<file path="config.mk">
export PLATFORM = sky130hd
export DESIGN_NAME = vgm_command_stream_decoder
export DESIGN_NICKNAME = d
export VERILOG_FILES = /design/src/hdl/vgmcsd_pkg.sv /design/src/hdl/vgm_command_stream_decoder.sv /design/src/hdl/vgmcsd_front.sv /design/src/hdl/vgmcsd_queue.sv /design/src/hdl/vgmcsd_back.sv
export SDC_FILE = /design/constraint.sdc
export NUM_CORES = 1
export LEC_CHECK = 0
export BUFFER_PORTS_ARGS = -buffer_cell sky130_fd_sc_hd__buf_2
export CORE_ASPECT_RATIO = 0.7
export CORE_UTILIZATION = 35
export DETAILED_ROUTE_END_ITERATION = 10
export GPL_TIMING_DRIVEN = 1
export SLEW_MARGIN = 5
export SYNTH_ARGS = -nofsm -noshare
export SYNTH_HDL_FRONTEND = slang
export SYNTH_HIERARCHICAL = 1
export SYNTH_SLANG_ARGS = --single-unit
export TNS_END_PERCENT = 10
</file>
<file path="constraint.sdc">
create_clock -name clk -period 6.5 [get_ports clk]
set_input_delay 0.65 -clock clk [delete_from_list [all_inputs] [get_ports clk]]
set_output_delay 0.65 -clock clk [all_outputs]
set_load 0.01 [all_outputs]
</file>
<file path="src/hdl/vgmcsd_pkg.sv">
// vgmcsd_pkg: shared types, command codes and tables for the command stream decoder
// no dependencies; used by every module of the block
`default_nettype none

package vgmcsd_pkg;

  // input operations
  localparam logic [1:0] OP_BYTE    = 2'd0;
  localparam logic [1:0] OP_TICK    = 2'd1;
  localparam logic [1:0] OP_RESTART = 2'd2;

  // result kinds
  localparam logic [1:0] KIND_NONE    = 2'd0;
  localparam logic [1:0] KIND_WRITE   = 2'd1;
  localparam logic [1:0] KIND_RESTART = 2'd2;
  localparam logic [1:0] KIND_STOPPED = 2'd3;

  // chips
  localparam logic [1:0] CHIP_PSG   = 2'd0;
  localparam logic [1:0] CHIP_SCC   = 2'd1;
  localparam logic [1:0] CHIP_FM    = 2'd2;
  localparam logic [1:0] CHIP_AUDIO = 2'd3;

  // command bytes
  localparam logic [7:0] CMD_PSG       = 8'hA0;
  localparam logic [7:0] CMD_SCC       = 8'hD2;
  localparam logic [7:0] CMD_FM        = 8'h51;
  localparam logic [7:0] CMD_AUDIO     = 8'h5C;
  localparam logic [7:0] CMD_WAIT      = 8'h61;
  localparam logic [7:0] CMD_WAIT_60HZ = 8'h62;
  localparam logic [7:0] CMD_WAIT_50HZ = 8'h63;
  localparam logic [7:0] CMD_END       = 8'h66;
  localparam logic [3:0] CMD_SHORT_HI  = 4'h7;

  localparam logic [15:0] SAMPLES_60HZ = 16'd735;
  localparam logic [15:0] SAMPLES_50HZ = 16'd882;

  // audio chip register handling
  localparam logic [7:0] AUD_REG_A    = 8'h04;
  localparam logic [7:0] AUD_REG_B    = 8'h18;
  localparam logic [7:0] AUD_REG_C    = 8'h19;
  localparam logic [7:0] AUD_REG_MASK = 8'h08;
  localparam logic [7:0] AUD_MASK     = 8'hC4;

  // configuration register indexes
  localparam logic [2:0] REG_WAIT_FRAME   = 3'd0;
  localparam logic [2:0] REG_LOOP_ENABLE  = 3'd1;
  localparam logic [2:0] REG_CHIP_ENABLE  = 3'd2;
  localparam logic [2:0] REG_DATA_START   = 3'd3;
  localparam logic [2:0] REG_LOOP_ADDRESS = 3'd4;

  localparam logic [15:0] WAIT_FRAME_RESET  = 16'd882;
  localparam logic [2:0]  CHIP_ENABLE_RESET = 3'd7;

  typedef enum logic [1:0] {
    PH_CMD  = 2'd0,
    PH_OP1  = 2'd1,
    PH_OP2  = 2'd2,
    PH_OP3  = 2'd3
  } phase_t;

  // what the back end does with a word
  typedef enum logic [2:0] {
    ACT_NONE    = 3'd0,
    ACT_WRITE   = 3'd1,
    ACT_ADD     = 3'd2,
    ACT_TICK    = 3'd3,
    ACT_RESTART = 3'd4,
    ACT_STOP    = 3'd5,
    ACT_STOPPED = 3'd6
  } act_t;

  typedef struct packed {
    act_t        act;
    logic [1:0]  chip;
    logic [7:0]  addr;
    logic [7:0]  data;
    logic [15:0] amount;         // wait increment or restart address
    logic        stopped_after;
  } entry_t;

  function automatic logic [7:0] scc_base(input logic [7:0] idx);
    logic [7:0] base;
    case (idx)
      8'd1:    base = 8'h80;
      8'd2:    base = 8'h8A;
      8'd3:    base = 8'h8F;
      8'd4:    base = 8'hA0;
      8'd5:    base = 8'hE0;
      default: base = 8'h00;
    endcase
    return base;
  endfunction

endpackage

`default_nettype wire

</file>
<file path="src/hdl/vgm_command_stream_decoder.sv">
// command stream decoder top: register port, parser, queue and executing back end
// throughput: one word per cycle while the queue has room; a two-word queue
// and the output register decouple the input from a stalled output
// reset: synchronous; parser idle, playing, wait count zero, registers at defaults
`default_nettype none

module vgm_command_stream_decoder (
  input  wire logic        clk,
  input  wire logic        rst,
  input  wire logic        in_valid,
  output logic             in_stall,
  input  wire logic [1:0]  operation,
  input  wire logic [7:0]  stream_byte,
  output logic             out_valid,
  input  wire logic        out_stall,
  output logic [1:0]       result_kind,
  output logic [1:0]       chip,
  output logic [7:0]       reg_addr,
  output logic [7:0]       reg_data,
  output logic [15:0]      restart_address,
  output logic             want_bytes,
  output logic             underrun,
  input  wire logic        psel,
  input  wire logic        penable,
  input  wire logic        pwrite,
  input  wire logic [4:0]  paddr,
  input  wire logic [31:0] pwdata,
  output logic [31:0]      prdata,
  output logic             pready
);

  logic [15:0] wait_frame;
  logic        loop_enable;
  logic [2:0]  chip_enable;
  logic [15:0] data_start;
  logic [15:0] loop_address;
  logic [2:0]  reg_index;
  logic        cfg_write;

  assign pready    = 1'b1;
  assign reg_index = paddr[4:2];
  assign cfg_write = psel && penable && pwrite && pready;

  always_ff @(posedge clk) begin
    if (rst) begin
      wait_frame   <= vgmcsd_pkg::WAIT_FRAME_RESET;
      loop_enable  <= 1'b0;
      chip_enable  <= vgmcsd_pkg::CHIP_ENABLE_RESET;
      data_start   <= 16'd0;
      loop_address <= 16'd0;
    end else if (cfg_write) begin
      case (reg_index)
        vgmcsd_pkg::REG_WAIT_FRAME:   wait_frame   <= pwdata[15:0];
        vgmcsd_pkg::REG_LOOP_ENABLE:  loop_enable  <= pwdata[0];
        vgmcsd_pkg::REG_CHIP_ENABLE:  chip_enable  <= pwdata[2:0];
        vgmcsd_pkg::REG_DATA_START:   data_start   <= pwdata[15:0];
        vgmcsd_pkg::REG_LOOP_ADDRESS: loop_address <= pwdata[15:0];
        default: ;
      endcase
    end
  end

  always_comb begin
    case (reg_index)
      vgmcsd_pkg::REG_WAIT_FRAME:   prdata = {16'd0, wait_frame};
      vgmcsd_pkg::REG_LOOP_ENABLE:  prdata = {31'd0, loop_enable};
      vgmcsd_pkg::REG_CHIP_ENABLE:  prdata = {29'd0, chip_enable};
      vgmcsd_pkg::REG_DATA_START:   prdata = {16'd0, data_start};
      vgmcsd_pkg::REG_LOOP_ADDRESS: prdata = {16'd0, loop_address};
      default:                      prdata = 32'd0;
    endcase
  end

  vgmcsd_pkg::entry_t front_entry, back_entry;
  logic accept, q_full, q_empty, q_pop;

  assign in_stall = q_full;
  assign accept   = in_valid && !in_stall;

  vgmcsd_front u_front (
    .clk          (clk),
    .rst          (rst),
    .accept       (accept),
    .operation    (operation),
    .stream_byte  (stream_byte),
    .loop_enable  (loop_enable),
    .chip_enable  (chip_enable),
    .data_start   (data_start),
    .loop_address (loop_address),
    .entry        (front_entry)
  );

  vgmcsd_queue u_queue (
    .clk        (clk),
    .rst        (rst),
    .push       (accept),
    .push_entry (front_entry),
    .full       (q_full),
    .pop        (q_pop),
    .pop_entry  (back_entry),
    .empty      (q_empty)
  );

  vgmcsd_back u_back (
    .clk             (clk),
    .rst             (rst),
    .wait_frame      (wait_frame),
    .empty           (q_empty),
    .entry           (back_entry),
    .pop             (q_pop),
    .out_valid       (out_valid),
    .out_stall       (out_stall),
    .result_kind     (result_kind),
    .chip            (chip),
    .reg_addr        (reg_addr),
    .reg_data        (reg_data),
    .restart_address (restart_address),
    .want_bytes      (want_bytes),
    .underrun        (underrun)
  );

endmodule

`default_nettype wire

</file>
<file path="src/hdl/vgmcsd_front.sv">
// vgmcsd_front: parses stream bytes and classifies every word into a back-end action
// depends on vgmcsd_pkg
`default_nettype none

module vgmcsd_front (
  input  wire logic                 clk,
  input  wire logic                 rst,
  input  wire logic                 accept,
  input  wire logic [1:0]           operation,
  input  wire logic [7:0]           stream_byte,
  input  wire logic                 loop_enable,
  input  wire logic [2:0]           chip_enable,
  input  wire logic [15:0]          data_start,
  input  wire logic [15:0]          loop_address,
  output vgmcsd_pkg::entry_t        entry
);

  vgmcsd_pkg::phase_t phase, phase_next;
  logic [7:0] command, command_next;
  logic [7:0] first_operand, first_operand_next;
  logic [7:0] second_operand, second_operand_next;
  logic       stopped, stopped_next;

  always_ff @(posedge clk) begin
    if (rst) begin
      phase          <= vgmcsd_pkg::PH_CMD;
      command        <= 8'd0;
      first_operand  <= 8'd0;
      second_operand <= 8'd0;
      stopped        <= 1'b0;
    end else if (accept) begin
      phase          <= phase_next;
      command        <= command_next;
      first_operand  <= first_operand_next;
      second_operand <= second_operand_next;
      stopped        <= stopped_next;
    end
  end

  always_comb begin
    logic more;
    more                = 1'b0;
    phase_next          = phase;
    command_next        = command;
    first_operand_next  = first_operand;
    second_operand_next = second_operand;
    stopped_next        = stopped;
    entry               = '0;
    entry.act           = vgmcsd_pkg::ACT_NONE;

    if (operation == vgmcsd_pkg::OP_RESTART) begin
      stopped_next = 1'b0;
      phase_next   = vgmcsd_pkg::PH_CMD;
      entry.act    = vgmcsd_pkg::ACT_RESTART;
      entry.amount = data_start;
    end else if (stopped) begin
      entry.act = vgmcsd_pkg::ACT_STOPPED;
    end else if (operation == vgmcsd_pkg::OP_TICK) begin
      entry.act = vgmcsd_pkg::ACT_TICK;
    end else if (operation == vgmcsd_pkg::OP_BYTE) begin
      case (phase)
        vgmcsd_pkg::PH_CMD: begin
          if (stream_byte == vgmcsd_pkg::CMD_PSG || stream_byte == vgmcsd_pkg::CMD_WAIT) begin
            more = 1'b1;
          end else if (stream_byte == vgmcsd_pkg::CMD_SCC && chip_enable[0]) begin
            more = 1'b1;
          end else if (stream_byte == vgmcsd_pkg::CMD_FM && chip_enable[1]) begin
            more = 1'b1;
          end else if (stream_byte == vgmcsd_pkg::CMD_AUDIO && chip_enable[2]) begin
            more = 1'b1;
          end else if (stream_byte == vgmcsd_pkg::CMD_WAIT_60HZ) begin
            entry.act    = vgmcsd_pkg::ACT_ADD;
            entry.amount = vgmcsd_pkg::SAMPLES_60HZ;
          end else if (stream_byte == vgmcsd_pkg::CMD_WAIT_50HZ) begin
            entry.act    = vgmcsd_pkg::ACT_ADD;
            entry.amount = vgmcsd_pkg::SAMPLES_50HZ;
          end else if (stream_byte[7:4] == vgmcsd_pkg::CMD_SHORT_HI) begin
            entry.act    = vgmcsd_pkg::ACT_ADD;
            entry.amount = {12'd0, stream_byte[3:0]} + 16'd1;
          end else if (stream_byte == vgmcsd_pkg::CMD_END) begin
            if (loop_enable) begin
              entry.act    = vgmcsd_pkg::ACT_RESTART;
              entry.amount = (loop_address != 16'd0) ? loop_address : data_start;
            end else begin
              entry.act    = vgmcsd_pkg::ACT_STOP;
              stopped_next = 1'b1;
            end
          end
          if (more) begin
            command_next = stream_byte;
            phase_next   = vgmcsd_pkg::PH_OP1;
          end
        end
        vgmcsd_pkg::PH_OP1: begin
          first_operand_next = stream_byte;
          phase_next         = vgmcsd_pkg::PH_OP2;
        end
        default: begin
          if (phase == vgmcsd_pkg::PH_OP2 && command == vgmcsd_pkg::CMD_SCC) begin
            second_operand_next = stream_byte;
            phase_next          = vgmcsd_pkg::PH_OP3;
          end else begin
            // last byte of a multi-byte command
            phase_next = vgmcsd_pkg::PH_CMD;
            entry.addr = first_operand;
            entry.data = stream_byte;
            if (command == vgmcsd_pkg::CMD_PSG) begin
              entry.act  = vgmcsd_pkg::ACT_WRITE;
              entry.chip = vgmcsd_pkg::CHIP_PSG;
            end else if (command == vgmcsd_pkg::CMD_SCC) begin
              entry.act  = vgmcsd_pkg::ACT_WRITE;
              entry.chip = vgmcsd_pkg::CHIP_SCC;
              entry.addr = vgmcsd_pkg::scc_base(second_operand) + first_operand;
            end else if (command == vgmcsd_pkg::CMD_FM) begin
              entry.act  = vgmcsd_pkg::ACT_WRITE;
              entry.chip = vgmcsd_pkg::CHIP_FM;
            end else if (command == vgmcsd_pkg::CMD_AUDIO) begin
              entry.chip = vgmcsd_pkg::CHIP_AUDIO;
              if (first_operand != vgmcsd_pkg::AUD_REG_A &&
                  first_operand != vgmcsd_pkg::AUD_REG_B &&
                  first_operand != vgmcsd_pkg::AUD_REG_C) begin
                entry.act = vgmcsd_pkg::ACT_WRITE;
              end
              if (first_operand == vgmcsd_pkg::AUD_REG_MASK) begin
                entry.data = stream_byte & vgmcsd_pkg::AUD_MASK;
              end
            end else if (command == vgmcsd_pkg::CMD_WAIT) begin
              entry.act    = vgmcsd_pkg::ACT_ADD;
              entry.amount = {stream_byte, first_operand};
            end
          end
        end
      endcase
    end

    entry.stopped_after = stopped_next;
  end

endmodule

`default_nettype wire

</file>
<file path="src/hdl/vgmcsd_queue.sv">
// vgmcsd_queue: two-word queue between the parser and the executing back end
// depends on vgmcsd_pkg
`default_nettype none

module vgmcsd_queue (
  input  wire logic           clk,
  input  wire logic           rst,
  input  wire logic           push,
  input  vgmcsd_pkg::entry_t  push_entry,
  output logic                full,
  input  wire logic           pop,
  output vgmcsd_pkg::entry_t  pop_entry,
  output logic                empty
);

  vgmcsd_pkg::entry_t slots [2];
  logic       wr_ptr, rd_ptr;
  logic [1:0] count;

  always_ff @(posedge clk) begin
    if (push) begin
      slots[wr_ptr] <= push_entry;
    end
  end

  always_ff @(posedge clk) begin
    if (rst) begin
      wr_ptr <= 1'b0;
      rd_ptr <= 1'b0;
      count  <= 2'd0;
    end else begin
      if (push) wr_ptr <= ~wr_ptr;
      if (pop)  rd_ptr <= ~rd_ptr;
      if (push && !pop) begin
        count <= count + 2'd1;
      end else if (pop && !push) begin
        count <= count - 2'd1;
      end
    end
  end

  assign full      = (count == 2'd2);
  assign empty     = (count == 2'd0);
  assign pop_entry = slots[rd_ptr];

endmodule

`default_nettype wire

</file>
<file path="src/hdl/vgmcsd_back.sv">
// vgmcsd_back: keeps the wait count and builds the registered result word
// depends on vgmcsd_pkg
`default_nettype none

module vgmcsd_back (
  input  wire logic           clk,
  input  wire logic           rst,
  input  wire logic [15:0]    wait_frame,
  input  wire logic           empty,
  input  vgmcsd_pkg::entry_t  entry,
  output logic                pop,
  output logic                out_valid,
  input  wire logic           out_stall,
  output logic [1:0]          result_kind,
  output logic [1:0]          chip,
  output logic [7:0]          reg_addr,
  output logic [7:0]          reg_data,
  output logic [15:0]         restart_address,
  output logic                want_bytes,
  output logic                underrun
);

  logic [15:0] wait_count, wait_count_next;
  logic [1:0]  kind_next;
  logic [1:0]  chip_next;
  logic [7:0]  addr_next, data_next;
  logic [15:0] restart_next;
  logic        underrun_next;

  assign pop = !empty && (!out_valid || !out_stall);

  always_comb begin
    wait_count_next = wait_count;
    kind_next       = vgmcsd_pkg::KIND_NONE;
    chip_next       = 2'd0;
    addr_next       = 8'd0;
    data_next       = 8'd0;
    restart_next    = 16'd0;
    underrun_next   = 1'b0;
    case (entry.act)
      vgmcsd_pkg::ACT_WRITE: begin
        kind_next = vgmcsd_pkg::KIND_WRITE;
        chip_next = entry.chip;
        addr_next = entry.addr;
        data_next = entry.data;
      end
      vgmcsd_pkg::ACT_ADD: begin
        wait_count_next = wait_count + entry.amount;
      end
      vgmcsd_pkg::ACT_TICK: begin
        // short count clamps to zero
        if (wait_count < wait_frame) begin
          wait_count_next = 16'd0;
          underrun_next   = 1'b1;
        end else begin
          wait_count_next = wait_count - wait_frame;
        end
      end
      vgmcsd_pkg::ACT_RESTART: begin
        kind_next       = vgmcsd_pkg::KIND_RESTART;
        restart_next    = entry.amount;
        wait_count_next = 16'd0;
      end
      vgmcsd_pkg::ACT_STOP: begin
        kind_next       = vgmcsd_pkg::KIND_STOPPED;
        wait_count_next = 16'd0;
      end
      vgmcsd_pkg::ACT_STOPPED: begin
        kind_next = vgmcsd_pkg::KIND_STOPPED;
      end
      default: begin
        kind_next = vgmcsd_pkg::KIND_NONE;
      end
    endcase
  end

  always_ff @(posedge clk) begin
    if (rst) begin
      wait_count <= 16'd0;
      out_valid  <= 1'b0;
    end else if (pop) begin
      wait_count <= wait_count_next;
      out_valid  <= 1'b1;
    end else if (!out_stall) begin
      out_valid <= 1'b0;
    end
  end

  always_ff @(posedge clk) begin
    if (pop) begin
      result_kind     <= kind_next;
      chip            <= chip_next;
      reg_addr        <= addr_next;
      reg_data        <= data_next;
      restart_address <= restart_next;
      want_bytes      <= !entry.stopped_after && (wait_count_next < wait_frame);
      underrun        <= underrun_next;
    end
  end

endmodule

`default_nettype wire

</file>
* Yosys cells after proc, flatten, opt, wreduce, memory -nomap -nowiden
Memories as Yosys holds them, arrays and structs flattened. A register that Yosys moved wholly into a read port is not among the register bits. Index checks and enable logic that the tools add are counted.
Cells by class: add/sub/neg operators 6, order comparisons 2, eq/ne operators 42, mux-type cells 98, bitwise logic cells 6, reductions and logical operators 41
Operator list (number):
- 16-bit 2-to-1 mux | 14
- 16-bit case mux with 5 select lines | 1
- 37-bit 2-to-1 mux | 2
- 8-bit by 7-bit == test with 1-bit output, second input constant | 9
- 8-bit 2-to-1 mux | 9
- 34-bit 2-to-1 mux | 2
- 16-bit case mux with 3 select lines | 1
- 22-bit 2-to-1 mux | 2
- 8-bit case mux with 5 select lines | 1
- 18-bit 2-to-1 mux | 2
- 3-bit 2-to-1 mux | 11
- 8-bit == test, second input constant | 4
- 16-bit < comparator | 2
- 1-bit 2-to-1 mux | 32
- 32-bit 2-to-1 mux | 1
- 16-bit case mux with 2 select lines | 1
- 2-bit 2-to-1 mux | 11
- 16-bit adder | 1
- 8-bit by 2-bit == test with 1-bit output, second input constant | 2
- 8-bit by 3-bit == test with 1-bit output, second input constant | 2
- 8-bit by 5-bit != test with 1-bit output, second input constant | 2
- 16-bit nonzero test | 1
- 16-bit subtractor | 1
- 5-bit 2-to-1 mux | 3
- 32 further kinds | 78
Storage, ports and cells: bits in registers 138, RAM bits 76, output and inout port bits 73, memories 1
Memory list:
- u_queue.slots | depth 2, bits a word 38, rd ports 1, clocked after memory_dff 1, wr ports 1, line vgmcsd_queue.sv:16 | vgmcsd_pkg::entry_t slots [2];

* Depth between registers and ports, before layout
depth in word-level cells 19, mapped depth 21

* Hierarchy
Netlist, hierarchy kept.
By module, submodules not included:
- vgmcsd_back | times used 1, cells each 441, area an instance 4134.0 µm², seq. area each 1481.4 µm²
- vgmcsd_queue | times used 1, cells each 140, area an instance 2952.8 µm², seq. area each 2382.3 µm²
- vgm_command_stream_decoder | times used 1, cells each 285, area an instance 2656.3 µm², seq. area each 1041.0 µm²
- vgmcsd_front | times used 1, cells each 347, area an instance 2592.5 µm², seq. area each 540.5 µm²

* Worst setup path before layout
Ideal clock, no wire load.
path type register to register, from register (tool-made name), to register u_back.want_bytes, data pin, library setup time 0.152 ns, data arrival time 4.048 ns, path slack 2.301 ns, cell stages (with the launch flop) 22, path buffers 1, period minus slack after synthesis 4.199 ns, cell sequence dfxtp_1 buf_2 mux2_2 ha_1 inv_1 fa_1 nor2b_1 o31a_1 o41a_1 o41a_1 a21oi_1 mux2i_1 a211oi_2 a21oi_1 ha_1 nand3_1 nor2_1 nand2_1 nor3_1 a2111oi_0 o221ai_1 a31oi_1
RTL lines:
- end signal, assigned | line vgmcsd_back.sv:96 | want_bytes <= !entry.stopped_after && (wait_count_next < wait_frame);
- end, declared | line vgmcsd_back.sv:19 | output logic want_bytes,

==> results.py <==
metrics = {
    "outcome": {
        "status": "finished, final reports clean",
    },
    "routing": {
        "postRouteAntennaNets": 0,
        "first_iter_violations": 1073,
        "postRouteWirelength_um": 34200,
        "first_pass_iters": 5,
        "vias": 9501,
        "drcViolationCount": 0,
        "viasPerCell": 5.350,
        "detail_route.wl_per_cell_um": 19.26,
    },
    "timing": {
        "max_freq_ghz": 0.1959,
        "rsz0062_at_grt": "no",
        "fin_crit_sh": 0.7853,
        "fin_skew_ns": 0.01960,
        "tightest_slew_ns": 1.273,
        "setup_viol": 0,
        "setup_tns_ns": 0,
        "max_slew_margin": 0.1422,
        "period_needed_ns": 5.105,
        "finalHoldViolations": 0,
        "drv_slew": 0,
    },
    "critical_path": {
        "r2r_end": "u_back/want_bytes$_DFFE_PP_",
        "reg2regPathDepth": 21,
        "rrSetupSlack_ns": 1.40,
        "arrival_ns": 5.47,
        "endpoint_kind": "flop",
        "cp.required_ns": 6.87,
        "start_kind": "flop",
        "crit_fanout": 17,
        "path_class": "flop to flop",
    },
    "floorplanning": {
        "start_util": 0.3559,
        "dieHeight_um": 159.1,
        "core.rowCount": 57,
        "die_area_um2": 36010,
        "core_area_um2": 34660,
        "die_w_um": 226.4,
        "io_pins": 127,
    },
    "synth": {
        "syn_avg_cell_area_um2": 10.17,
        "ys_seq_area_frac": 0.4414,
        "synth_seq_cells": 215,
        "synth_edf_count": 114,
        "syn_area_um2": 12340,
        "yosysUniqueCellTypes": 88,
        "synthCells": 1213,
        "synthFlopType": "edfxtp_1",
        "synthArstFlopShare": 0,
        "yosysWarningCount": 6,
    },
    "clock_network": {
        "insertion_delay_ns": 0.53,
        "postCtsResizedCells": 0,
        "postCtsHoldBufs": 0,
        "cts_tree": "done",
        "clk_pin_slew_ns": 0.07,
        "htree_levels": 1,
        "clock-sinks": 215,
        "numCtsBuffers": 24,
        "max-clock-path-buffers": 3,
        "postCtsSetupBuffers": 0,
        "cts-root-buf": "clkbuf_16",
    },
    "cells_and_area": {
        "layout_common_cells": "nor2_1, edfxtp_1, dfxtp_1, buf_2, mux2i_1",
        "area_growth_pct": 12.98,
        "multi_input_area_um2": 6381,
        "fin_util": 0.4021,
        "nFillCells": 3486,
        "design_area_um2": 13940,
        "ff_latch_area_um2": 5445,
        "insertedDiodeCount": 0,
        "drive_above_1_share": 0.1603,
        "final_net_count": 1403,
    },
    "power": {
        "leakage_uw": 0.005477,
        "power_density_nw_per_um2": 369.7,
        "ir_drop_v": 0.0002053,
        "power_uw": 5152,
    },
    "place": {
        "placed_area_um2": 13160,
        "port_buffers": 91,
        "place_hpwl_um": 24960,
        "gp_congestion": 0.9319,
    },
    "min_path": {
        "worstHoldStart": "pwdata[0]",
        "hold_path_class": "input pin to flop",
        "worstHoldPathCells": 3,
        "min_to": "chip_enable[0]$_SDFFE_PP1P_",
    },
    "global_routing": {
        "grt_pass1_wl_um": 52230,
        "track_usage": 0.1878,
        "gr-total-overflow": 0,
        "grt_start_max_net_pins": 107,
        "antenna_found_initial": 0,
        "grt_pass1_vias": 8653,
    },
    "job": {
        "cap_violations": 0,
    },
}
[Yosys cell counts, drive strengths merged, types with 37 or more instances]
cell type  number  area share
dfxtp         101        0.16
clkbuf         39       0.012
nor2          115       0.035
mux2           39       0.036
edfxtp        114        0.28
o21ai          53       0.022
inv            42       0.013
nand2          59       0.018
and2           46       0.023
nand2b         70       0.036
mux2i          82       0.067
ha             60       0.061
buf            37       0.022
a21oi          57       0.023
[flip-flops by register name (all words and copies together), names as in the netlist, 2 cells and up, named ones only]
| signal | cells |
|---|---|
| wait_frame | 16 |
| u_back/result_kind | 2 |
| chip_enable | 3 |
| u_front/second_operand | 8 |
| loop_address | 16 |
| u_front/phase | 2 |
| u_queue/slots | 76 |
| u_queue/count | 2 |
| u_back/reg_addr | 8 |
| u_back/wait_count | 16 |
| data_start | 16 |
| u_back/reg_data | 8 |
| u_front/command | 8 |
| u_front/first_operand | 8 |
| u_back/restart_address | 16 |
| u_back/chip | 2 |
[worst max-delay path: stages (launching register included)]
cell,delay (ns)
dfxtp_1,0.47
buf_4,0.32
mux2_2,0.40
ha_1,0.25
inv_1,0.09
fa_1,0.23
nor2b_1,0.08
o31a_1,0.28
o41a_1,0.36
o41a_1,0.36
a21oi_1,0.21
mux2i_1,0.13
a211oi_2,0.30
a21oi_1,0.11
ha_1,0.29
nand3_1,0.11
nor2_1,0.06
nand2_1,0.08
nor3_1,0.07
a2111oi_0,0.38
o221ai_1,0.19
a31oi_1,0.17
[cells by family (layout without fill, tap and decap cells)]
kind of cell	Yosys count	after routing	share of synthesized area
compound gates	253	253	0.1394
xor+xnor	32	32	0.02272
fa+ha+maj	63	63	0.06573
buf+inv	118	194	0.04686
flops	215	215	0.4414
mux	121	121	0.1021
other cells	2	17	0.0006088
simple gates	409	409	0.1812
[layout make-up]
cell class,count,share of cell area
Sequential cell,215,0.3907
Tap cell,472,0.04237
Clock inverter,11,0.007990
Inverter,42,0.01131
Timing Repair Buffer,108,0.04201
Clock buffer,33,0.04776
Multi-Input combinational cell,895,0.4579
[through the flow]
step | worst slack, ns | cells | hold WS [ns]
after global placement | 1.516 | 1732 | 0.4643
after CTS | 1.469 | 1776 | 0.3807
final | 1.395 | 1776 | 0.3966
after floorplan | 2.301 | 1228 | 0.4511
after global routing | 1.074 | 1776 | 0.4103
after detailed placement | 1.473 | 1732 | 0.4778
[routing by layer]
metal,global-route usage,part of all wire,up-vias
met2,0.2415,0.38,362
li1,-,-,4578
met5,0,0,-
met4,0.03563,0.014,0
met3,0.03174,0.075,36
met1,0.3165,0.53,4525
[worst max-delay path by stage]
stage / endpoint / cells past startpoint / slack (ns) / from
6_report: u_back/want_bytes$_DFFE_PP_ / 21 / 1.40 / flop
4_1_cts: u_back/want_bytes$_DFFE_PP_ / 21 / 1.47 / flop
2_1_floorplan: u_back/want_bytes$_DFFE_PP_ / 21 / 2.30 / flop
5_1_grt: u_back/want_bytes$_DFFE_PP_ / 21 / 1.07 / flop
3_5_place_dp: u_back/want_bytes$_DFFE_PP_ / 21 / 1.47 / flop
3_3_place_gp: u_back/want_bytes$_DFFE_PP_ / 21 / 1.52 / flop
[power by group]
| part | switching, µW | internal, µW | total (µW) | leakage [µW] |
|---|---|---|---|---|
| combinational | 1150 | 782 | 1930 | 0.00316 |
| clock | 573 | 799 | 1370 | 0.000385 |
| sequential | 122 | 1730 | 1850 | 0.00193 |
Note: power is estimated with default switching activity, not from simulation.
